### src/hdl/fixed_pool_free_list_allocator_assert.svh
// ----------------------------------------------------------------------------
// fixed pool allocator assertion macros
// shared property wrappers, clocked on the rising edge, off during reset
// ----------------------------------------------------------------------------
`ifndef FIXED_POOL_FREE_LIST_ALLOCATOR_ASSERT_SVH
`define FIXED_POOL_FREE_LIST_ALLOCATOR_ASSERT_SVH

// same-cycle implication
`define FPFLA_ASSERT_IMP(lbl, clk_s, rst_s, ante, cons) \
    lbl: assert property (@(posedge clk_s) disable iff (!rst_s) (ante) |-> (cons)) \
        else $error("fpfla assertion failed");

// next-cycle implication
`define FPFLA_ASSERT_NXT(lbl, clk_s, rst_s, ante, cons) \
    lbl: assert property (@(posedge clk_s) disable iff (!rst_s) (ante) |=> (cons)) \
        else $error("fpfla assertion failed");

`endif

### src/hdl/fpfla_pkg.sv
// ----------------------------------------------------------------------------
// fpfla_pkg
// types and codes shared by the free list allocator modules
// ----------------------------------------------------------------------------
`default_nettype none

package fpfla_pkg;

    localparam int FW = 2;   // func and status width
    localparam int XW = 10;  // entry index field width
    localparam int CW = 11;  // count and pool size width

    localparam logic [CW-1:0] POOL_SIZE_RST = 11'd1024;
    localparam logic [CW-1:0] CNT_MAX       = 11'h7FF;

    // operation codes
    localparam logic [FW-1:0] FN_ALLOC  = 2'd0;
    localparam logic [FW-1:0] FN_FREE   = 2'd1;
    localparam logic [FW-1:0] FN_REINIT = 2'd2;

    // result status codes
    localparam logic [FW-1:0] ST_OK    = 2'd0;
    localparam logic [FW-1:0] ST_EMPTY = 2'd1;
    localparam logic [FW-1:0] ST_RANGE = 2'd2;

    // register index, taken from paddr[2]
    localparam logic REG_POOL_SIZE = 1'b0;

    typedef enum logic [1:0] {
        S_WALK,
        S_IDLE,
        S_EXEC
    } state_t;

    typedef struct packed {
        logic take_in;    // latch the input word
        logic exec;       // commit the operation and load the result
        logic walk_step;  // write one link of the init chain
    } cmd_t;

    typedef struct packed {
        logic out_free;   // result register can be loaded this cycle
        logic op_reinit;  // latched operation is a reinit
        logic walk_last;  // current walk write is the final one
    } stat_t;

endpackage

`default_nettype wire

### src/hdl/fpfla_ctrl.sv
// ----------------------------------------------------------------------------
// fpfla_ctrl
// sequencer: init walk, input acceptance and operation commit
// ----------------------------------------------------------------------------
`default_nettype none

module fpfla_ctrl (
    input  wire logic           clk,
    input  wire logic           rst_n,
    input  wire logic           in_valid,
    output logic                in_stall,
    input  wire fpfla_pkg::stat_t stat,
    output fpfla_pkg::cmd_t     cmd
);
    import fpfla_pkg::*;

    state_t state_reg;
    state_t state_next;

    always_ff @(posedge clk or negedge rst_n)
    begin
        if (!rst_n)
        begin
            state_reg <= S_WALK;
        end
        else
        begin
            state_reg <= state_next;
        end
    end

    always_comb
    begin
        state_next = state_reg;
        cmd        = '0;
        in_stall   = 1'b1;
        unique case (state_reg)
            S_WALK:
            begin
                cmd.walk_step = 1'b1;
                if (stat.walk_last)
                begin
                    state_next = S_IDLE;
                end
            end
            S_IDLE:
            begin
                in_stall = 1'b0;
                if (in_valid)
                begin
                    cmd.take_in = 1'b1;
                    state_next  = S_EXEC;
                end
            end
            S_EXEC:
            begin
                // head link read finished during the accept cycle
                if (stat.out_free)
                begin
                    cmd.exec   = 1'b1;
                    state_next = stat.op_reinit ? S_WALK : S_IDLE;
                end
            end
            default:
            begin
                state_next = S_IDLE;
            end
        endcase
    end

endmodule

`default_nettype wire

### config.mk
export PLATFORM = sky130hd
export DESIGN_NAME = fpfla_ctrl
export DESIGN_NICKNAME = d
export VERILOG_FILES = /design/src/hdl/fixed_pool_free_list_allocator_assert.svh /design/src/hdl/fpfla_pkg.sv /design/src/hdl/fpfla_ctrl.sv
export SDC_FILE = /design/constraint.sdc
export NUM_CORES = 1
export LEC_CHECK = 0
export BUFFER_PORTS_ARGS = -buffer_cell sky130_fd_sc_hd__buf_4
export CAP_MARGIN = 25
export CORE_AREA = 2 2 39 41
export CTS_CLUSTER_DIAMETER = 40
export CTS_CLUSTER_SIZE = 25
export DETAILED_ROUTE_END_ITERATION = 10
export DIE_AREA = 0 0 41 43
export GPL_TIMING_DRIVEN = 0
export PLACE_DENSITY_LB_ADDON = 0.08
export SETUP_SLACK_MARGIN = 0.2
export SYNTH_ARGS = -nofsm -noshare
export SYNTH_HDL_FRONTEND = slang
export SYNTH_SLANG_ARGS = --single-unit
### constraint.sdc
create_clock -name clk -period 1.7 [get_ports clk]
set_input_delay 0.085 -clock clk [delete_from_list [all_inputs] [get_ports clk]]
set_output_delay 0.085 -clock clk [all_outputs]
set_load 0.01 [all_outputs]
After elaboration in Yosys (flattened, before gate mapping)
Index checks and enable logic that the tools add are counted.

Input bits: 6. Bits in latches: 0. Memories: 0. Flip-flop bits (word level): 2. Output and inout port bits: 4. Bits in read-only memories: 0. Memory bits (writable): 0.

Multiplexer cells: 11. Divide/modulo/power cells: 0. Bitwise logic cells: 0. Magnitude comparators: 0. Multiply operators: 0. $add $sub $neg: 0. Shift-type cells: 0. Reductions and logical operators: 2. Equal/unequal tests: 5.

Operators with widths (number): two-way mux 1 bit (7); two-way mux 2 bit (3); inequality test 2 bit (second input constant) (3); case mux 2 bit (3 select lines) (1); AND reduction 3 bit (1); equality test 2 x 1 -> 1 bit (second input constant) (1); equality test 2 bit (second input constant) (1); zero test 2 bit (1).

Logic depth before layout (Yosys ltp)
Gate-level depths: netlist of the first run.

Word-level depth: 3. Gate-level depth with buffers: 3. Depth with buffers taken out: 3.

Worst setup path after synthesis of the first run
No wires, ideal clock.

Path kind: reg-to-reg. Start point: register state_reg[0]. End point: register state_reg[0]. Cell stages (with the launch flop): 4. Period minus slack after synthesis: 799 ps. Arrival: 675 ps. Path slack: 901 ps. Path through: dfrtp_1 nand2b_4 a21oi_2 a21oi_2.

Word-level cells in the longest chain between the ends: 3.

RTL lines: start: declaration (line fpfla_ctrl.sv:17) `state_t state_reg;`; start signal: assignment (line fpfla_ctrl.sv:28) `state_reg <= state_next;`; equality test 2 bit, or another cell as far along (line fpfla_ctrl.sv:37) `unique case (state_reg)`; inequality test 2 bit (no line); AND reduction 3 bit (no line).

Several ways; a longest one is shown, not always the timed one. A chain may end at the register's enable or synchronous reset.

==> qor.yml, run 1 <==
critical_path:
  critPathKind: "reg2out"
  cp-end-kind: "output port"
  required_ns: 1.62
  crit_arrival_ns: 1.00
  reg2reg_from: "state_reg[0]$_DFFE_PN0P_"
  worstPathMaxFanout: 5
  cp-start-kind: "flop"
  cp-startpoint: "state_reg[0]$_DFFE_PN0P_"
floorplanning:
  ios: 10
  dieHeight_um: 43
  core-area_um2: 1380
  die-area_um2: 1760
  num_rows: 14
  start_util: 0.0886
  die-width_um: 41
power_and_ir_drop:
  totalPowerFinal_uw: 383
  total_leakage_power_nw: 0.128
  ir_drop_uv: 582
  p_per_area_nw_per_um2: 1580
route:
  drtAntennaViolNets: 0
  first_iter_violations: 2
  routedWlPerCell_um: 7.91
  dr.pass1.iters: 4
  routed_via_density: 3.25
  via_count: 143
  wirelength_um: 348
  drc: 0
global_routing:
  grt_pass1_wl_um: 538
  grt_use_met2: 0.0625
  grt_pass1_vias: 147
  gr-usage-met1: 0.0514
  antenna_found_initial: 0
  grt.busiest_layer: "met4"
  grt_usage: 0.0522
  grt_use_met3: 0.0209
  grt-ovfl-total: 0
  grt_start_max_net_pins: 6
yosys:
  synthCells: 15
  synth_edf_count: 0
  yosysSeqAreaShare: 0.408
  ys_top_cells_by_area: "dfrtp_1, a21oi_2, nand2b_4"
  yosys.area.top_type_share: 0.408
  yosys.area.top_type: "dfrtp_1"
  synth_top_cells_by_count: "inv_1, nor2_1, a21oi_2, dfrtp_1, nand2_1"
  syn_area_per_cell_um2: 8.17
  syn_nets: 21
  async_flop_share: 1.00
  synth-main-ff-cell: "dfrtp_1"
  netlist_area_um2: 123
  yosysWarnings: 0
  synth_cell_types: 8
  synth-seq-cells: 2
timing:
  slew_headroom: 0.845
  slew_viol_final: 0
  hold_viol_final: 0
  fin_worst_skew_ns: 0.00133
  period_share: 0.640
  setup-tns-final_ns: 0
  setup_viol: 0
  fin_crit_ns: 1.09
  rsz0062_at_grt: "false"
  worstMarginPinSlew_ns: 0.230
  max_freq_mhz: 918
  whs_ns: 0.0798
flow_run:
  drv_cap: 0
clock_network:
  cts_buffer_depth: 2
  cts.sinks: 2
  htree_levels: 1
  cts-root-buf: "clkbuf_4"
  worst_skew_pair.late_latency_ns: 0.22
  cts.clk_slew.worst_paths_ns: 0.03
  cts_tree: "yes"
  numCtsBuffers: 3
run_status:
  outcome: "finished, final reports clean"
placed_design:
  place.gp.congestion: 0.580
  dpl.hpwl_um: 269
  port_buffers: 9
  dp_cells: 40
final_layout:
  largest_reg_flops: 2
  fin_nets: 36
  antennaDiodeCount: 0
  stdcell_count: 44
  final_layout_size_suffix_gt1_frac: 0.536
  final_core_util: 0.175
  area_growth_pct: 98.0
worst_hold_path:
  hold_path.class: "in2reg"
  hold_start: "stat[2]"
==> per-stage QoR <==
stage | instance area [µm²] | worst slack [ns]
floorplan | 123 | 0.901
global placement | 210 | 0.826
detailed placement | 210 | 0.832
CTS | 243 | 0.587
global route | 243 | 0.528
finish | 243 | 0.611
==> critical path: stages (launching register included) <==
cell	delay (ns)
dfrtp_1	0.40
nand2b_4	0.17
nor2_1	0.09
buf_4	0.12
==> worst paths after layout <==
kind                       cells after the start  slack, ns                        to
setup / recovery                               3       0.61                    cmd[1]
hold / removal                                 2       0.08  state_reg[1]$_DFFE_PN0P_
max in group asynchronous                      2       1.43  state_reg[0]$_DFFE_PN0P_
setup reg to reg                               3       0.84  state_reg[0]$_DFFE_PN0P_
min in group asynchronous                      2       0.18  state_reg[1]$_DFFE_PN0P_
hold reg to reg                                1       0.63  state_reg[1]$_DFFE_PN0P_
==> final cells by class <==
class                   instances  area [µm²]
inverters                       3        11.3
repair buffers                 10        77.6
multi-input cells              10        61.3
flip-flops and latches          2        50.0
well taps                      16        20.0
clock buffers                   3        22.5
fillers                       165        1140
==> power by group <==
group | switching [mW] | total, mW | internal, mW
Combinational | 0.0787 | 0.175 | 0.0960
Clock | 0.0280 | 0.106 | 0.0780
Sequential | 0.0320 | 0.102 | 0.0700
Total | 0.139 | 0.383 | 0.244
==> timing repair <==
action	CTS	global route
gates resized for setup	0	0
setup buffers	0	0
hold endpoints to repair	2	0
hold buffers	1	0
==> placed cells by master (no fill, tap or decap) <==
| master | n |
|---|---|
| a21oi_2 | 2 |
| nand2_1 | 2 |
| clkbuf_4 | 3 |
| buf_4 | 9 |
| nor2_1 | 3 |
| inv_1 | 3 |
| o21ai_0 | 1 |
| dfrtp_1 | 2 |
| o22ai_1 | 1 |
| dlygate4sd3_1 | 1 |
| nand2b_4 | 1 |
==> routing by layer <==
layer,vias to the layer above,wire [µm]
li1,75,-
met3,0,36
met4,0,0
met1,63,125
met2,5,185
met5,-,0
==> cells by family after synthesis <==
family	synth area share
AND/OR/NAND/NOR	0.265
flip-flops	0.408
AO/OA/AOI/OAI	0.235
buffers and inverters	0.0918
Power figures use the tool's default switching activity.
==> run 2, diff against run 1 <==
==> constraint.sdc (replaced) <==
create_clock -name clk -period 1.1 [get_ports clk]
set_input_delay 0.055 -clock clk [delete_from_list [all_inputs] [get_ports clk]]
set_output_delay 0.055 -clock clk [all_outputs]
set_load 0.01 [all_outputs]
==> qor.yml, run 2 (synthesized netlist as in run 1, its figures left out) <==
timing:
  rsz0062_at_grt: "true"
  period_share: 0.946
  setup_viol: 0  # unchanged
  fin_worst_skew_ns: 0.00133  # +0.0000000300 ns
  slew_viol_final: 0  # unchanged
  max_freq_mhz: 961
  worst_slack_ns: 0.0589  # -0.552 ns
  worstMarginPinSlew_ns: 0.213  # -0.0166 ns
  whs_ns: 0.0440  # -0.0358 ns
  setup-tns-final_ns: 0  # unchanged
  hold_viol_final: 0  # unchanged
  slew_headroom: 0.856  # +0.0112
  fin_crit_ns: 1.04
critical_path:
  cp-start-kind: "flop"
  cp-startpoint: "state_reg[0]$_DFFE_PN0P_"
  cp_cell_sequence: "nand2b_4 -> nor2_2 -> buf_4"
  critPathBufInv: 1  # unchanged
  required_ns: 1.04  # -0.58 ns
  reg2reg_from: "state_reg[0]$_DFFE_PN0P_"
  cp-end-kind: "output port"
  crit_family: "flip-flops"
  worstPathMaxFanout: 5  # unchanged
  slowest_stage: "dfrtp_2"
  crit_arrival_ns: 0.99  # about the same
  max_stage_delay_ns: 0.42  # +0.02 ns
  critPathKind: "reg2out"
route:
  drc: 0  # unchanged
  routed_via_density: 3.23  # -0.49%
  drtAntennaViolNets: 0  # unchanged
  dr.pass1.iters: 4  # unchanged
  via_count: 152  # +6.3%
  routedWlPerCell_um: 8.06  # +2.0%
  first_iter_violations: 1  # -1
  wirelength_um: 379  # +8.9%
global_routing:
  grt_usage: 0.0542  # +0.00201
  grt_pass1_wl_um: 558  # +3.7%
  gr-usage-met1: 0.0450  # -0.00643
  grt-ovfl-total: 0  # unchanged
  grt_pass1_vias: 156  # +6.1%
  grt_use_met2: 0.0750  # +0.0125
  grt_start_max_net_pins: 6  # unchanged
  grt.busiest_layer: "met4"
  grt_use_met3: 0.0209  # unchanged
  antenna_found_initial: 0  # unchanged
clock_network:
  worst_skew_pair.late_latency_ns: 0.22  # about the same
  htree_levels: 1  # unchanged
  cts.sinks: 2  # unchanged
  cts-root-buf: "clkbuf_4"
  cts_buffer_depth: 2  # unchanged
  cts_tree: "yes"
  cts.clk_slew.worst_paths_ns: 0.03  # about the same
  numCtsBuffers: 3  # unchanged
power_and_ir_drop:
  totalPowerFinal_uw: 691  # +81%
  ir_drop_uv: 972  # +67%
  total_leakage_power_nw: 0.140  # +9.4%
  p_per_area_nw_per_um2: 2500  # +59%
final_layout:
  fillers: 163  # -1.2%
  final_core_util: 0.200  # +0.0244
  layout_commonest_cell: "buf_4"
  antennaDiodeCount: 0  # unchanged
  multi_input_area_um2: 66.3  # +8.2%
  layout_common_cells: "buf_4, clkbuf_4"
  regArea_um2: 52.6  # +5.0%
  largest_reg_flops: 2  # unchanged
  area_growth_pct: 126
  fin_nets: 39  # +8.3%
  final_layout_size_suffix_gt1_frac: 0.742  # +0.206
floorplanning:
  start_util: 0.0886  # unchanged
  die-area_um2: 1760  # unchanged
  core-area_um2: 1380  # unchanged
  dieHeight_um: 43  # unchanged
  ios: 10  # unchanged
  num_rows: 14  # unchanged
  die-width_um: 41  # unchanged
worst_hold_path:
  hold_start: "stat[2]"
  hold_path.class: "in2reg"
placed_design:
  dpl.hpwl_um: 269  # unchanged
  place.gp.congestion: 0.580  # unchanged
  place_ws_ns: 0.237  # -0.594 ns
  port_buffers: 9  # unchanged
flow_run:
  drv_cap: 0  # unchanged
run_status:
  outcome: "finished, final reports clean"
run 2: changes by cell type in the layout (fill, tap and decap cells not counted), sizes merged:
cell	delta
buf	+3
run 2: worst paths after layout:
kind | to | slack, ns | depth (start not counted)
max in group asynchronous | state_reg[0]$_DFFE_PN0P_ | 0.85 | 2
min | state_reg[1]$_DFFE_PN0P_ | 0.04 | 2
min in group asynchronous | state_reg[1]$_DFFE_PN0P_ | 0.15 | 2
max | cmd[1] | 0.06 | 3
max reg2reg | state_reg[0]$_DFFE_PN0P_ | 0.11 | 4
min reg2reg | state_reg[1]$_DFFE_PN0P_ | 0.58 | 1
run 2: area by class of cell:
cell class                 instances  share of cell area
multi-input combinational         10               0.240
clock buffer                       3              0.0814
tap                               16              0.0724
sequential                         2               0.190
inverter                           3              0.0407
timing repair buffer              13               0.376
run 2: worst reg2reg max path, stage by stage (launching register included):
cell      delay [ns]
dfrtp_2         0.42
nand2b_4        0.15
buf_4           0.13
a21oi_2         0.12
a21oi_2         0.04
run 2: routing by layer:
metal / part of all wire / wire length (µm)
met5: 0 / 0
met1: 0.34 / 127
met3: 0.10 / 39
met4: 0 / 0
met2: 0.56 / 212
run 2: power by group:
part	switching [mW]	internal (mW)
Combinational	0.141	0.215
Sequential	0.0570	0.115
Clock	0.0433	0.121
run 2: timing repair:
| item | CTS | global route |
|---|---|---|
| endpoints found under the hold margin | 2 | 0 |
| gates resized for setup | 4 | 2 |
| hold buffers | 1 | 0 |
| setup endpoints to repair | 4 | 6 |
| setup buffers | 3 | 0 |
run 2: per-stage QoR:
stage,std cells,cell area [µm²]
global placement,40,210
detailed placement,40,210
finish,47,277
global route,47,277
CTS,47,273
floorplan,15,123
